<file path="config.mk">
export PLATFORM = sky130hd
export DESIGN_NAME = gnd_lane
export DESIGN_NICKNAME = d
export VERILOG_FILES = /design/src/rtl/gnd_pkg.sv /design/src/rtl/gnd_div.sv /design/src/rtl/gnd_lane.sv
export SDC_FILE = /design/constraint.sdc
export NUM_CORES = 2
export LEC_CHECK = 0
export BUFFER_PORTS_ARGS = -buffer_cell sky130_fd_sc_hd__buf_2
export CAP_MARGIN = 20
export CELL_PAD_IN_SITES_DETAIL_PLACEMENT = 0
export CELL_PAD_IN_SITES_GLOBAL_PLACEMENT = 2
export CORE_ASPECT_RATIO = 0.8
export CORE_MARGIN = 2
export CORE_UTILIZATION = 49
export CTS_CLUSTER_SIZE = 25
export DETAILED_ROUTE_END_ITERATION = 10
export MAX_ROUTING_LAYER = met4
export PLACE_DENSITY = 0.89
export SYNTH_ARGS = -nofsm -noshare
export SYNTH_HDL_FRONTEND = slang
export SYNTH_HIERARCHICAL = 1
export SYNTH_SLANG_ARGS = --single-unit
</file>
<file path="constraint.sdc">
create_clock -name i_clk -period 4.03 [get_ports i_clk]
set_input_delay 0.6045 -clock i_clk [delete_from_list [all_inputs] [get_ports i_clk]]
set_output_delay 0.6045 -clock i_clk [all_outputs]
set_load 0.01 [all_outputs]
</file>
<file path="src/rtl/gnd_pkg.sv">
// shared types and constants for the graph node diffusion update block
// no dependencies
`default_nettype none
package gnd_pkg;
    localparam int LANES      = 3;
    localparam int CONC_W     = 18;
    localparam int LEN_W      = 16;
    localparam int IDX_W      = 12;
    localparam int GAIN_W     = 32;
    localparam int QUO_W      = CONC_W + 16;
    localparam int TERM_W     = QUO_W + 1;
    localparam int TOTAL_W    = TERM_W + 2;
    localparam int MAG_W      = TOTAL_W - 1;
    localparam int SUML_W     = LEN_W + 2;
    localparam int PROD_W     = MAG_W + 17;
    localparam int DELTA_W    = CONC_W + 1;
    localparam logic [CONC_W-1:0] CONC_MAX = '1;

    typedef struct packed {
        logic [IDX_W-1:0]  node;
        logic [CONC_W-1:0] own;
    } t_item;

    typedef struct packed {
        logic              usable;
        logic [LEN_W-1:0]  len;
        logic [TERM_W-1:0] term;
    } t_lane_res;

    typedef struct packed {
        t_item item;
        logic  neg;
        logic  any;
        logic  ovf;
    } t_div_pay;
endpackage
`default_nettype wire

</file>
<file path="src/rtl/gnd_div.sv">
// pipelined restoring divider, one quotient bit per stage, with sideband payload
// no dependencies
`default_nettype none
module gnd_div #(
    parameter int N  = 34,
    parameter int D  = 16,
    parameter int Q  = 34,
    parameter int PW = 1
) (
    input  wire          i_clk,
    input  wire          i_rst_n,
    input  wire          i_en,
    input  wire          i_valid,
    input  wire [N-1:0]  i_num,
    input  wire [D-1:0]  i_den,
    input  wire [PW-1:0] i_pay,
    output logic          o_valid,
    output logic [Q-1:0]  o_quo,
    output logic [PW-1:0] o_pay
);
    logic [N-1:0]  st_rem [0:Q];
    logic [D-1:0]  st_den [0:Q];
    logic [Q-1:0]  st_quo [0:Q];
    logic [PW-1:0] st_pay [0:Q];
    logic          st_vld [0:Q];

    assign st_rem[0] = i_num;
    assign st_den[0] = i_den;
    assign st_quo[0] = '0;
    assign st_pay[0] = i_pay;
    assign st_vld[0] = i_valid;

    for (genvar s = 0; s < Q; s++) begin : g_stage
        localparam int B = Q - 1 - s;
        logic [N+D:0]  w_sub;
        logic [N+D:0]  w_dif;
        logic [N-1:0]  r_rem;
        logic [D-1:0]  r_den;
        logic [Q-1:0]  r_quo;
        logic [PW-1:0] r_pay;
        logic          r_vld;

        assign w_sub = {{(N+1){1'b0}}, st_den[s]} << B;
        assign w_dif = {{(D+1){1'b0}}, st_rem[s]} - w_sub;

        always_ff @(posedge i_clk) begin
            if (!i_rst_n) begin
                r_vld <= 1'b0;
            end else if (i_en) begin
                r_vld <= st_vld[s];
            end
        end

        always_ff @(posedge i_clk) begin
            if (i_en) begin
                r_den <= st_den[s];
                r_pay <= st_pay[s];
                if (!w_dif[N+D]) begin
                    r_rem <= w_dif[N-1:0];
                    r_quo <= st_quo[s] | ({{(Q-1){1'b0}}, 1'b1} << B);
                end else begin
                    r_rem <= st_rem[s];
                    r_quo <= st_quo[s];
                end
            end
        end

        assign st_rem[s+1] = r_rem;
        assign st_den[s+1] = r_den;
        assign st_quo[s+1] = r_quo;
        assign st_pay[s+1] = r_pay;
        assign st_vld[s+1] = r_vld;
    end

    assign o_valid = st_vld[Q];
    assign o_quo   = st_quo[Q];
    assign o_pay   = st_pay[Q];
endmodule
`default_nettype wire

</file>
<file path="src/rtl/gnd_lane.sv">
// one neighbour lane: signed flux term (c - own) * 2^16 / len
// depends on gnd_pkg and gnd_div
`default_nettype none
module gnd_lane (
    input  wire                       i_clk,
    input  wire                       i_rst_n,
    input  wire                       i_en,
    input  wire                       i_valid,
    input  wire [gnd_pkg::CONC_W-1:0] i_conc,
    input  wire [gnd_pkg::CONC_W-1:0] i_own,
    input  wire [gnd_pkg::LEN_W-1:0]  i_len,
    input  wire                       i_nb_ok,
    output logic                      o_valid,
    output gnd_pkg::t_lane_res        o_res
);
    import gnd_pkg::*;

    logic              w_neg;
    logic [CONC_W-1:0] w_diff;
    logic              w_use;
    logic [QUO_W-1:0]  w_quo;
    logic [LEN_W+1:0]  w_pay_in;
    logic [LEN_W+1:0]  w_pay_out;
    logic [TERM_W-1:0] w_mag;

    assign w_neg  = i_conc < i_own;
    assign w_diff = w_neg ? (i_own - i_conc) : (i_conc - i_own);
    assign w_use  = i_nb_ok && (i_len != '0);
    assign w_pay_in = {w_use, w_neg, i_len};

    gnd_div #(.N(QUO_W), .D(LEN_W), .Q(QUO_W), .PW(LEN_W + 2)) u_div (
        .i_clk   (i_clk),
        .i_rst_n (i_rst_n),
        .i_en    (i_en),
        .i_valid (i_valid),
        .i_num   ({w_diff, 16'd0}),
        .i_den   (i_len),
        .i_pay   (w_pay_in),
        .o_valid (o_valid),
        .o_quo   (w_quo),
        .o_pay   (w_pay_out)
    );

    assign w_mag = {1'b0, w_quo};

    always_comb begin
        o_res.usable = w_pay_out[LEN_W+1];
        o_res.len    = w_pay_out[LEN_W-1:0];
        if (!w_pay_out[LEN_W+1]) begin
            o_res.term = '0;
        end else if (w_pay_out[LEN_W]) begin
            o_res.term = -w_mag;
        end else begin
            o_res.term = w_mag;
        end
    end
endmodule
`default_nettype wire

</file>
; ---- After elaboration in Yosys (flattened, before gate mapping)
; Index checks and enable logic that the tools add are counted.
[word_totals]
output_inout_bits = 53
inputBits = 57
elab_cells = 279
ff_bits = 3452
[op_classes]
muxes = 37
order_cmp = 1
n_reduce_logical = 2
addsub = 37
[ops]
columns = operator, n
row1 = two-way mux 34 bit, 34
row2 = two-way mux 35 bit, 2
row3 = subtractor 34 x 49 -> 50 bit, 1
row4 = subtractor 34 x 48 -> 49 bit, 1
row5 = subtractor 34 x 47 -> 48 bit, 1
row6 = subtractor 34 x 46 -> 47 bit, 1
row7 = subtractor 34 x 45 -> 46 bit, 1
row8 = subtractor 34 x 44 -> 45 bit, 1
row9 = subtractor 34 x 43 -> 44 bit, 1
row10 = subtractor 34 x 42 -> 43 bit, 1
row11 = subtractor 34 x 41 -> 42 bit, 1
row12 = subtractor 34 x 40 -> 41 bit, 1
row13 = subtractor 34 x 39 -> 40 bit, 1
row14 = subtractor 34 x 38 -> 39 bit, 1
row15 = subtractor 34 x 37 -> 38 bit, 1
row16 = subtractor 34 x 36 -> 37 bit, 1
row17 = subtractor 18 bit, 2
row18 = subtractor 34 x 35 -> 36 bit, 1
row19 = negation 34 -> 35 bit, 1
row20 = subtractor 34 x 16 -> 35 bit, 1
row21 = subtractor 34 x 17 -> 35 bit, 1
row22 = subtractor 34 x 18 -> 35 bit, 1
row23 = subtractor 34 x 19 -> 35 bit, 1
row24 = subtractor 34 x 20 -> 35 bit, 1
row25 = other kinds (18), 18

; ---- Logic depth before layout (Yosys ltp)
[depth]
depth_word = 4
depth_mapped = 16

; ---- Cells and area by module
; Netlist, hierarchy kept.
[by_module_without_submodules]
columns = mod, area_per_inst_um2, n_inst, cells_per_inst, seq_area_each_um2
row1 = gnd_div, 114016.9, 1, 7018, 86472.9
row2 = gnd_lane, 2896.5, 1, 424, 0.0

; ---- Worst setup path after synthesis
; Ideal clock, no wire load.
[synth_timing]
kind = input port to flip-flop
startpoint = input port i_conc[13] in the netlist's numbering
endpoint = register u_div.g_stage[0].r_rem[33], data pin
n_path_buf = 2
required_time_ps = 3772
slack_ps = 350
arrival_time_ps = 3422
cell_stages = 16
cell_sequence = inv_1 > ha_1 > clkbuf_1 > a21oi_1 > o21ai_0 > a21oi_1 > nand2_1 > inv_1 > buf_2 > a32oi_1 > xor2_1 > inv_1 > ha_1 > nor4_1 > and4_1 > mux2i_1
[synth_via]
elab_chain_len = 4
elab_cells_between_ends = 6
[synth_rtl]
columns = element, line_no
row1 = from (decl), gnd_lane.sv:9  ; input wire [gnd_pkg::CONC_W-1:0] i_conc,
row2 = less-than comparator 18 bit *, gnd_lane.sv:26  ; assign w_neg = i_conc < i_own;
row3 = net w_neg, gnd_lane.sv:18  ; logic w_neg;
row4 = two-way mux 18 bit *, gnd_lane.sv:27  ; assign w_diff = w_neg ? (i_own - i_conc) : (i_conc - i_own);
row5 = net w_diff[17], gnd_lane.sv:19  ; logic [CONC_W-1:0] w_diff;
row6 = subtractor 34 x 49 -> 50 bit, gnd_div.sv:44  ; assign w_dif = {{(D+1){1'b0}}, st_rem[s]} - w_sub;
row7 = two-way mux 34 bit *, gnd_div.sv:58  ; if (!w_dif[N+D]) begin
row8 = to (signal assigned), gnd_div.sv:59  ; r_rem <= w_dif[N-1:0];
row9 = to (signal assigned), gnd_div.sv:62  ; r_rem <= st_rem[s];
row10 = to (decl), gnd_div.sv:37  ; logic [N-1:0] r_rem;
; Mark *: on every way through the listed nets, which the timed path passes. The rest lies on a longest branch.
; A chain may end at the register's enable or synchronous reset.

==> impl_results.md <==
* Synthesized flop and latch total at 2891
* Cell with the most instances after synthesis: edfxtp_1
* Worst-path cell chain: or3_4 -> or4_4 -> or4b_4 -> o41ai_2 -> xnor2_1 -> and2_1 -> buf_2
* EDFF count, synth at ~2900
* Core Region at 237000 sq um
* First-pass GRT wire length at between 300000 and 400000 microns
* Mapped Area at 117000 sq um
* Crit-path slowest cell: or4b_4
* Clock root cell: clkbuf_16
* Largest net degree at the start of global routing at 129
* Clock sinks at 2891
* Max incr delay on CP at 0.58 ns
* Final Core Density at 55.6%
* Worst Setup End Kind: output port
* Max-cap violations at 0
* Violated checks: setup timing
* Outcome: finished with violations
* Synth area leaders: edfxtp_1, ha_1, xnor2_1
* Clock input transition at the sequential cells of the worst setup and hold paths at 0.06 ns
* IO Port Bufs at 109
* Sequential cell area fraction in the yosys report at about three quarters
* Final hold vios at 0
* Count of final setup violators at 8
* Final Net Count at 8480
* Initial Util at 49.2%
* Period utilization at 102%
* Slew Limit Fails at 0
* CP startpoint kind: flop
* Number of placement rows at 160
* Final WL at approximately 190000 microns
* Num CTS Buffers at 288
* Total grt overflow at 0
* Asr flop ratio synth at 0%
* I/O pin total at 110
* Die Width at roughly 550 microns
* HPWL Detailed at 127000 microns
* Warnings from Yosys at 6
* Top cells by count, synth: edfxtp_1, inv_1, ha_1
* H-tree depth at 5
* Vias in the first global route at 57800
* WP buf/inv at 1
* Max FO, Critical Path at 5
* Worst slack, placed at 0.233 ns
* Drt initial violations at 4427
* Max Freq at 0.244 GHz
* Worst-Margin Slew at about 1.2 ns
* Top-area cell type share of the netlist area at 73.4%
* Die area at 243000 sq um
* Via count at 58700
* PwrDens at 595 nW/um^2
* Dominant synthesized flop cell: edfxtp_1
* CP top delay family: simple AND/OR/NAND/NOR gates
* TritonCTS clock tree: yes
* Mean Syn Cell Area at 15.7 sq um
* Min cycle time layout at approximately 4.1 ns
* WP data arrival at 3.49 ns
* Peak supply drop at 427 uV
* Gate count after technology mapping at 7442
* Area Growth Syn to Fin at 12.9%
* Power, Total at 78.6 mW
* Clk_skew at 0.0607 ns
* Post-route ant nets at 0
* Initial antenna violation count at 4
* DIE HEIGHT at 441 microns
* Post-synth cell types at 99
* Final Wtd Congestion at 0.867
* Total GRT Usage at 16.1%
* Detailed Routing Iterations Pass 1 at 6
* Share of cells above drive strength 1 at a little over a tenth
* Class of the worst hold path: input port to flop
* Lkg Pwr at 48.9 nW
* Setup TNS at -0.307 ns
* Wirelength per Cell at about 17 microns
* Via-per-instance ratio at 5.19
* Fill cells at roughly 18000
* WHS at 0.193 ns
* Slew headroom at roughly a fifth
* Final worst slack at -0.0690 ns
* Clk_lat worst skew at 0.88 ns
* CP Class: flop to output port
* CTS max path bufs at 4
* Worst Path Required at around 3.4 ns
* DRC at 0
* Largest area contributor in the netlist: edfxtp_1
* RSZ-0062 raised after global routing: true
placed cells by master (no fill, tap or decap), drive strengths merged, types with 52 or more instances in the layout:
| cell | n |
|---|---|
| edfxtp | 2857 |
| nand2 | 391 |
| nand3 | 69 |
| xnor2 | 261 |
| inv | 608 |
| o21ai | 379 |
| nand2b | 90 |
| clkbuf | 360 |
| nor4 | 70 |
| nor2 | 333 |
| buf | 274 |
| clkinv | 108 |
| mux2i | 64 |
| nor3 | 103 |
| ha | 457 |
| and2 | 52 |
| a21o | 130 |
| mux2 | 129 |
| nor2b | 109 |
| o21a | 71 |
| a21oi | 339 |
| xor2 | 194 |
per-layer routing:
| layer | global-route usage, % | up-vias | wire length (microns) |
|---|---|---|---|
| li1 | - | 28900 | - |
| met1 | 22.6 | 28300 | 89800 |
| met2 | 24.6 | 1124 | 86700 |
| met3 | 2.53 | 347 | 8160 |
| met4 | 4.53 | 0 | 4770 |
| met5 | - | - | 0 |
worst min-delay path, stage by stage:
cell and delay, ns:
buf_2 0.09, ha_1 0.12, inv_1 0.04
registers in the layout (all words and copies together), names as in the netlist:
signal and cells:
u_div/g_stage.r_quo 561, u_div/g_stage.r_vld 33, u_div/g_stage.r_den 528, u_div/o_quo 34, u_div/g_stage.r_rem 1122, u_div/o_valid 1
u_div/g_stage.r_pay 594, u_div/o_pay 18
path summary, 6_finish.rpt:
kind | startpoint | to | slack (ns) | cells past startpoint
setup / recovery | u_div/o_quo[16] | o_res[33] | -0.07 | 7
hold / removal | i_own[0] | u_div/g_stage[0].r_rem[16] | 0.19 | 3
setup reg to reg | u_div/g_stage[25].r_rem[7] | u_div/g_stage[26].r_rem[29] | 0.39 | 13
hold reg to reg | u_div/g_stage[13].r_quo[27] | u_div/g_stage[14].r_quo[27] | 0.37 | 0
report_power, final:
part	switching (mW)	internal [mW]	leakage, nW
sequential	1.92	37.3	28.1
clock	10.7	14.8	4.38
combinational	7.73	6.06	16.4
total	20.4	58.2	48.9
repair_timing:
| item | 4_1_cts | 5_1_grt |
|---|---|---|
| hold buffers | 18 | 0 |
| setup buffers | 6 | 3 |
| endpoints found under the setup margin | 16 | 20 |
| pin swaps | 4 | 2 |
| endpoints found under the hold margin | 34 | 0 |
| resized for setup | 6 | 7 |
| cloned | 1 | 0 |
cell type report:
cell class / count / area, sq um / area share (%)
inverter: 594 / 2230 / 1.69
timing repair buffer: 292 / 2440 / 1.85
clock inverter: 150 / 1360 / 1.03
multi-input combinational: 3865 / 27900 / 21.1
antenna: 1 / 2.50 / 0.00190
clock buffer: 360 / 7650 / 5.79
sequential: 2891 / 86500 / 65.5
tap: 3159 / 3950 / 2.99
per-stage QoR:
stage | cell area, sq um | instances
after floorplan | 117000 | 7457
after global placement | 123000 | 10800
after detailed placement | 123000 | 10800
after CTS | 132000 | 11300
after global routing | 132000 | 11300
final | 132000 | 11300
kinds of logic (layout without fill, tap and decap cells):
group	after synthesis	in the layout	share of synthesized area, %
flip-flops	2891	2891	74.0
AND/OR/NAND/NOR	1445	1446	6.19
AO/OA/AOI/OAI	1264	1264	6.86
buffers and inverters	702	1396	2.31
adder cells (fa/ha/maj)	491	491	5.47
XOR/XNOR	455	455	3.41
multiplexers	193	193	1.79
other	1	17	0.00321
Power figures use the tool's default switching activity.
